### src/hdl/fcpf_pkg.sv
// Shared constants, types and codes for the firmware chunk packet framer.
package fcpf_pkg;

    // Chunk geometry
    localparam int CHUNK_BYTES = 8;
    localparam int CNT_W       = $clog2(CHUNK_BYTES + 1);
    localparam int IDX_W       = (CHUNK_BYTES > 1) ? $clog2(CHUNK_BYTES) : 1;

    // Configuration port
    localparam int CFG_ADDR_W = 2;
    localparam logic [CFG_ADDR_W-1:0] CFG_TARGET_REG = 2'd0;
    localparam logic [CFG_ADDR_W-1:0] CFG_WRITE_CMD  = 2'd1;
    localparam logic [7:0] TARGET_REG_RST = 8'h08;
    localparam logic [7:0] WRITE_CMD_RST  = 8'h41;

    // Controller states
    typedef enum logic [2:0] {
        ST_COLLECT,
        ST_TREG,
        ST_WCMD,
        ST_LEN,
        ST_DATA,
        ST_CHECK
    } state_t;

    // Source of the next packet byte
    typedef enum logic [2:0] {
        SRC_TREG,
        SRC_WCMD,
        SRC_LEN,
        SRC_DATA,
        SRC_CHECK
    } src_t;

    // Controller to datapath
    typedef struct packed {
        logic accept;   // store the incoming image byte
        logic emit;     // load the output register
        src_t sel;      // which byte to load
    } dp_cmd_t;

    // Datapath to controller
    typedef struct packed {
        logic slot_free;   // output register can take a byte this cycle
        logic chunk_full;  // incoming byte fills the chunk
        logic last_data;   // current read index is the last held byte
    } dp_sts_t;

endpackage

### src/hdl/firmware_chunk_packet_framer_top.sv
// Top level of the firmware chunk packet framer: controller, datapath, checks.
//
// Image bytes arrive on the s_ stream, one request per byte; s_tlast marks the
// final image byte. Bytes are collected into chunks of up to CHUNK_BYTES (8).
// A full chunk, or the final byte, starts one packet on the m_ stream:
//   target register, write command, length, data bytes, checksum.
// The checksum is ~(command + length + sum of data), low byte; m_tlast is set
// on it only. Two registers are written through cfg_we/cfg_addr/cfg_wdata:
// index 0 the target register (reset 8), index 1 the write command (reset 65).
// Timing: an image byte is taken in each cycle with s_tvalid high while the
// chunk is being filled. Once the chunk closes, the controller sends
// length + 4 bytes, one per cycle while the output register is free, through
// the single output register, then reopens s_tready. The first packet byte
// is loaded from state ST_TREG, which is entered when the closing byte is taken.
// Reset (aresetn low, synchronous) empties the chunk, drops any pending output
// byte and restores both registers. A stalled receiver holds m_tdata/m_tlast;
// packet sequencing waits, and s_tready stays low until the checksum is loaded.
module firmware_chunk_packet_framer_top
    import fcpf_pkg::*;
(
    input  logic                  aclk,
    input  logic                  aresetn,
    input  logic                  cfg_we,
    input  logic [CFG_ADDR_W-1:0] cfg_addr,
    input  logic [7:0]            cfg_wdata,
    input  logic                  s_tvalid,
    output logic                  s_tready,
    input  logic [7:0]            s_tdata,   // [7:0] image_byte
    input  logic                  s_tlast,   // image_end
    output logic                  m_tvalid,
    input  logic                  m_tready,
    output logic [7:0]            m_tdata,   // [7:0] packet_byte
    output logic                  m_tlast    // packet_end
);

    dp_cmd_t cmd;
    dp_sts_t sts;

    fcpf_ctrl u_ctrl (
        .aclk     (aclk),
        .aresetn  (aresetn),
        .s_tvalid (s_tvalid),
        .s_tlast  (s_tlast),
        .s_tready (s_tready),
        .sts      (sts),
        .cmd      (cmd)
    );

    fcpf_datapath u_dp (
        .aclk      (aclk),
        .aresetn   (aresetn),
        .cfg_we    (cfg_we),
        .cfg_addr  (cfg_addr),
        .cfg_wdata (cfg_wdata),
        .s_tdata   (s_tdata),
        .m_tvalid  (m_tvalid),
        .m_tready  (m_tready),
        .m_tdata   (m_tdata),
        .m_tlast   (m_tlast),
        .cmd       (cmd),
        .sts       (sts)
    );

    // No packet byte is produced while image bytes are being taken
    a_no_emit_when_ready: assert property (@(posedge aclk) disable iff (!aresetn)
        s_tready |-> !cmd.emit)
        else $error("packet byte emitted while collecting");

    // The output register is only loaded when it is free
    a_emit_into_free_slot: assert property (@(posedge aclk) disable iff (!aresetn)
        cmd.emit |-> sts.slot_free)
        else $error("output byte overwritten before it was taken");

    // The final image byte always closes the chunk
    a_last_closes_chunk: assert property (@(posedge aclk) disable iff (!aresetn)
        (s_tvalid && s_tready && s_tlast) |=> !s_tready)
        else $error("final image byte did not start a packet");

endmodule

### src/hdl/fcpf_ctrl.sv
// Controller state machine: collects a chunk, then sequences the packet bytes.
module fcpf_ctrl
    import fcpf_pkg::*;
(
    input  logic    aclk,
    input  logic    aresetn,
    input  logic    s_tvalid,
    input  logic    s_tlast,
    output logic    s_tready,
    input  dp_sts_t sts,
    output dp_cmd_t cmd
);

    state_t state_reg;
    state_t state_next;

    // State register
    always_ff @(posedge aclk) begin
        if (!aresetn) begin
            state_reg <= ST_COLLECT;
        end else begin
            state_reg <= state_next;
        end
    end

    // Next state
    always_comb begin
        state_next = state_reg;
        case (state_reg)
            ST_COLLECT: begin
                if (s_tvalid && (s_tlast || sts.chunk_full)) begin
                    state_next = ST_TREG;
                end
            end
            ST_TREG: begin
                if (sts.slot_free) state_next = ST_WCMD;
            end
            ST_WCMD: begin
                if (sts.slot_free) state_next = ST_LEN;
            end
            ST_LEN: begin
                if (sts.slot_free) state_next = ST_DATA;
            end
            ST_DATA: begin
                if (sts.slot_free && sts.last_data) state_next = ST_CHECK;
            end
            ST_CHECK: begin
                if (sts.slot_free) state_next = ST_COLLECT;
            end
            default: state_next = ST_COLLECT;
        endcase
    end

    // Outputs
    always_comb begin
        s_tready   = 1'b0;
        cmd.accept = 1'b0;
        cmd.emit   = 1'b0;
        cmd.sel    = SRC_TREG;
        case (state_reg)
            ST_COLLECT: begin
                s_tready   = 1'b1;
                cmd.accept = s_tvalid;
            end
            ST_TREG: begin
                cmd.emit = sts.slot_free;
                cmd.sel  = SRC_TREG;
            end
            ST_WCMD: begin
                cmd.emit = sts.slot_free;
                cmd.sel  = SRC_WCMD;
            end
            ST_LEN: begin
                cmd.emit = sts.slot_free;
                cmd.sel  = SRC_LEN;
            end
            ST_DATA: begin
                cmd.emit = sts.slot_free;
                cmd.sel  = SRC_DATA;
            end
            ST_CHECK: begin
                cmd.emit = sts.slot_free;
                cmd.sel  = SRC_CHECK;
            end
            default: begin
                s_tready = 1'b0;
            end
        endcase
    end

endmodule

### src/hdl/fcpf_datapath.sv
// Datapath: config registers, chunk store, count, running sum, output register.
module fcpf_datapath
    import fcpf_pkg::*;
(
    input  logic                  aclk,
    input  logic                  aresetn,
    input  logic                  cfg_we,
    input  logic [CFG_ADDR_W-1:0] cfg_addr,
    input  logic [7:0]            cfg_wdata,
    input  logic [7:0]            s_tdata,
    output logic                  m_tvalid,
    input  logic                  m_tready,
    output logic [7:0]            m_tdata,
    output logic                  m_tlast,
    input  dp_cmd_t               cmd,
    output dp_sts_t               sts
);

    localparam logic [CNT_W-1:0] LAST_SLOT = CNT_W'(CHUNK_BYTES - 1);

    logic [7:0]       treg_reg;
    logic [7:0]       wcmd_reg;
    logic [7:0]       store_reg [CHUNK_BYTES];
    logic [CNT_W-1:0] count_reg;
    logic [CNT_W-1:0] count_next;
    logic [7:0]       sum_reg;
    logic [7:0]       sum_next;
    logic [CNT_W-1:0] rd_idx_reg;
    logic [CNT_W-1:0] rd_idx_next;
    logic             m_tvalid_reg;
    logic             m_tvalid_next;
    logic [7:0]       m_tdata_reg;
    logic [7:0]       m_tdata_next;
    logic             m_tlast_reg;
    logic             m_tlast_next;
    logic [7:0]       len_byte;
    logic [7:0]       check_byte;

    // Configuration writes; unknown indexes are dropped
    always_ff @(posedge aclk) begin
        if (!aresetn) begin
            treg_reg <= TARGET_REG_RST;
            wcmd_reg <= WRITE_CMD_RST;
        end else if (cfg_we) begin
            case (cfg_addr)
                CFG_TARGET_REG: treg_reg <= cfg_wdata;
                CFG_WRITE_CMD:  wcmd_reg <= cfg_wdata;
                default: ;
            endcase
        end
    end

    // Chunk store, written at the fill position
    always_ff @(posedge aclk) begin
        if (cmd.accept) begin
            store_reg[count_reg[IDX_W-1:0]] <= s_tdata;
        end
    end

    assign len_byte   = 8'(count_reg);
    assign check_byte = ~(wcmd_reg + len_byte + sum_reg);

    // Status toward the controller
    assign sts.slot_free  = !m_tvalid_reg || m_tready;
    assign sts.chunk_full = (count_reg == LAST_SLOT);
    assign sts.last_data  = ((rd_idx_reg + CNT_W'(1)) == count_reg);

    // Count, sum and read index
    always_comb begin
        count_next  = count_reg;
        sum_next    = sum_reg;
        rd_idx_next = rd_idx_reg;
        if (cmd.accept) begin
            count_next = count_reg + CNT_W'(1);
            sum_next   = sum_reg + s_tdata;
        end
        if (cmd.emit) begin
            case (cmd.sel)
                SRC_LEN:   rd_idx_next = '0;
                SRC_DATA:  rd_idx_next = rd_idx_reg + CNT_W'(1);
                SRC_CHECK: begin
                    count_next = '0;
                    sum_next   = '0;
                end
                default: ;
            endcase
        end
    end

    // Output register: holds a byte until the receiver takes it
    always_comb begin
        m_tvalid_next = m_tvalid_reg && !m_tready;
        m_tdata_next  = m_tdata_reg;
        m_tlast_next  = m_tlast_reg;
        if (cmd.emit) begin
            m_tvalid_next = 1'b1;
            m_tlast_next  = 1'b0;
            case (cmd.sel)
                SRC_TREG:  m_tdata_next = treg_reg;
                SRC_WCMD:  m_tdata_next = wcmd_reg;
                SRC_LEN:   m_tdata_next = len_byte;
                SRC_DATA:  m_tdata_next = store_reg[rd_idx_reg[IDX_W-1:0]];
                SRC_CHECK: begin
                    m_tdata_next = check_byte;
                    m_tlast_next = 1'b1;
                end
                default:   m_tdata_next = check_byte;
            endcase
        end
    end

    always_ff @(posedge aclk) begin
        if (!aresetn) begin
            count_reg    <= '0;
            sum_reg      <= '0;
            rd_idx_reg   <= '0;
            m_tvalid_reg <= 1'b0;
        end else begin
            count_reg    <= count_next;
            sum_reg      <= sum_next;
            rd_idx_reg   <= rd_idx_next;
            m_tvalid_reg <= m_tvalid_next;
        end
    end

    always_ff @(posedge aclk) begin
        m_tdata_reg <= m_tdata_next;
        m_tlast_reg <= m_tlast_next;
    end

    assign m_tvalid = m_tvalid_reg;
    assign m_tdata  = m_tdata_reg;
    assign m_tlast  = m_tlast_reg;

endmodule

### config.mk
export PLATFORM = sky130hd
export DESIGN_NAME = firmware_chunk_packet_framer_top
export DESIGN_NICKNAME = d
export VERILOG_FILES = /design/src/hdl/fcpf_pkg.sv /design/src/hdl/firmware_chunk_packet_framer_top.sv /design/src/hdl/fcpf_ctrl.sv /design/src/hdl/fcpf_datapath.sv
export SDC_FILE = /design/constraint.sdc
export NUM_CORES = 1
export LEC_CHECK = 0
export BUFFER_PORTS_ARGS = -buffer_cell sky130_fd_sc_hd__buf_2
export CAP_MARGIN = 25
export CORE_MARGIN = 5
export CORE_UTILIZATION = 55
export CTS_CLUSTER_SIZE = 25
export DETAILED_ROUTE_END_ITERATION = 10
export PLACE_DENSITY = 0.76
export SETUP_SLACK_MARGIN = 0.3
export SYNTH_ARGS = -nofsm -noshare
export SYNTH_HDL_FRONTEND = slang
export SYNTH_SLANG_ARGS = --single-unit
### constraint.sdc
create_clock -name aclk -period 3 [get_ports aclk]
set_clock_uncertainty 0.05 [all_clocks]
set_input_delay 0.3 -clock aclk [delete_from_list [all_inputs] [get_ports aclk]]
set_output_delay 0.3 -clock aclk [all_outputs]
set_load 0.03 [all_outputs]
==> reports/qor.csv <==
metric,value,unit
cts.clk_slew.worst_paths,110,ps
cpLargestDelayFamily,adder cells,
setup_viol_count_final,0,
largest_register_ffs,64,
cp_slowest_cell,fa_1,
syn_area,0.005373,mm^2
drtIter0Drc,245,
dieWidth,108.8,um
ys_warn_count,0,
tritoncts,yes,
ys.flop_type,edfxtp_1,
clkLatencyLatePin,380,ps
p_clk_share,20.3,%
synth_edf_count,73,
synth.top_cell.area_share,40.80,%
min_period_over_period,85.95,%
yosys_register_bits,112,
final_nets,503,
grt_overflow,0,
grt_max_degree,28,
p_leak,2.206,nW
ys_top_cells_by_count,"edfxtp_1, dfxtp_1, a21oi_1",
worstPathArrival,2670,ps
finalSetupTns,0,ps
area_delta_synth_final,10.53,%
clock-root-buffer,clkbuf_8,
path_cells,"fa_1, ha_1, fa_2, a211oi_1, o21bai_1, a21oi_1, xnor2_1, a21o_1",
start_kind,flop,
die_area,0.01185,mm^2
clock-sinks,112,
sw_frac_of_total,36.32,%
worst_pin_slew,871.6,ps
drive_gt1_share,19.57,%
yosysSeqAreaShare,55.33,%
io_buffer_count,34,
pwr_density_cell,725.7,mW/mm^2
cts_buffer_depth,2,
synth_area_leaders,"edfxtp_1, dfxtp_1, mux2i_1, ha_1, mux4_2",
p_switching,1.565,mW
max_stage_delay,480,ps
combPwrFrac,31.9,%
wl,11410,um
avgSynthCellArea,12.95,um^2
dpl.cell_count,577,
yosysMostFrequentCell,edfxtp_1,
async_flop_share,0,%
grt_pass1_wl,18430,um
wl_per_cell,19.24,um
hold_violations,0,
hold_path.class,in2reg,
crit_fanout,4,
die-height,108.8,um
p_total,4.309,mW
synthCells,415,
top_layer,met4,
slew_headroom,41.81,%
holdPathStages,3,
required,3100,ps
end_kind,flop,
status,"finished, final reports clean",
path_depth,8,
ant_nets,0,
dpl.hpwl,8346,um
core_area,0.009639,mm^2
fmax,0.3878,GHz
criticalPathCategory,reg2reg,
internal_power,2.744,mW
synthDistinctLibCells,55,
drc,0,
fill_cells,779,
r2r_cells,8,
stdcell_count,593,
track_usage,20.97,%
route.met2.wl,5746,um
io_pins,35,
period_minus_slack,2579,ps
place.gp.congestion,0.9363,
wl_met1,4758,um
grt_antenna_before_repair,0,
crit_buf_inv,0,
route.met3.wl,648,um
hold_ws,104.9,ps
drtPass1Iterations,5,
rsz0062_at_grt,false,
syn_nets,463,
synth_top_area_cell,edfxtp_1,
first_global_vias,3490,
via_per_inst,5.884,
hold_buffers,0,
initial_core_util,55.74,%
num_vias,3489,
drv_slew,0,
diodes,0,
power_frac_seq,47.9,%
h-tree-depth,3,
postCtsSetupBuffers,0,
fp-row-count,36,
numCtsBuffers,9,
drv_cap,0,
vdd.ir_drop.worst,0.0004176,V
-- power groups by stage --
stage / combinational, mW / sequential, mW / clock [mW]
6_report: 1.37 / 2.06 / 0.874
2_1_floorplan: 0.924 / 2.14 / 0
4_1_cts: 1.37 / 2.06 / 0.890
5_1_grt: 1.51 / 2.09 / 0.961
3_5_place_dp: 1.37 / 2.09 / 0
3_3_place_gp: 1.34 / 2.08 / 0
-- per-stage QoR --
stage	area, um^2	setup slack, ps	utilization [%]
floorplan	5373	383.0	-
global placement	5742	412.9	59.57
detailed placement	5742	355.5	59.57
CTS	5934	327.1	61.57
global route	5938	328.7	61.60
finish	5938	421.5	61.60
-- path summary, 6_finish.rpt --
| path | from | end | slack [ps] |
|---|---|---|---|
| worst min-delay path | cfg_wdata[3] | u_dp.treg_reg[3]$_SDFFE_PN1P_ | 100 |
| worst min register to register | u_dp.sum_reg[1]$_SDFF_PN0_ | u_dp.sum_reg[1]$_SDFF_PN0_ | 460 |
| worst max register to register | u_dp.sum_reg[1]$_SDFF_PN0_ | u_dp.m_tdata[7]$_DFFE_PN_ | 420 |
| worst max-delay path | u_dp.sum_reg[1]$_SDFF_PN0_ | u_dp.m_tdata[7]$_DFFE_PN_ | 420 |
-- per-layer routing --
metal  global-route usage [%]  up-vias
met1                    27.30     1722
met4                    6.853        0
met5                        0        -
met3                    4.500       23
met2                    35.17      100
li1                         -     1644
-- what timing repair did --
item / CTS / global route
endpoints found under the setup margin: 0 / 1
gates resized for setup: 0 / 2
hold endpoints to repair: 0 / 0
-- logic make-up after synthesis --
logic type,Yosys count,synth area share (%)
buffers and inverters,25,2.235
DFF,112,55.33
muxes,44,12.44
xor gates and xnor gates,17,2.771
and+or+nand+nor,105,10.71
AOI/OAI and AO/OA,88,10.08
adders and majority gates,24,6.428
-- worst reg2reg max path, delay by kind of cell (launching register included) --
| family | cells | cell delay [ps] |
|---|---|---|
| DFF | 1 | 370 |
| AOI/OAI and AO/OA | 4 | 710 |
| xor gates and xnor gates | 1 | 90 |
| adders and majority gates | 3 | 1130 |
-- layout by cell type, fill, tap and decap left out, drive strengths merged, types with 12 or more instances in the layout --
cell / netlist / layout
nor2: 17 / 17
dfxtp: 39 / 39
mux2i: 24 / 24
edfxtp: 73 / 73
ha: 18 / 18
a21oi: 32 / 32
buf: 15 / 53
nor2b: 14 / 14
nand2: 27 / 27
xnor2: 12 / 12
o21ai: 18 / 18
mux4: 16 / 16
-- final cells by class --
type                            count  area (um^2)  share of cell area, %
Clock inverter                      7        68.82                  1.159
Clock buffer                        9        123.9                  2.086
Tap cell                          133        166.4                  2.802
Multi-Input combinational cell    278         2288                  38.54
Inverter                            1        3.754                0.06321
Sequential cell                   112         2974                  50.08
Timing Repair Buffer               53        312.8                  5.268
Note: power is estimated with default switching activity, not from simulation.
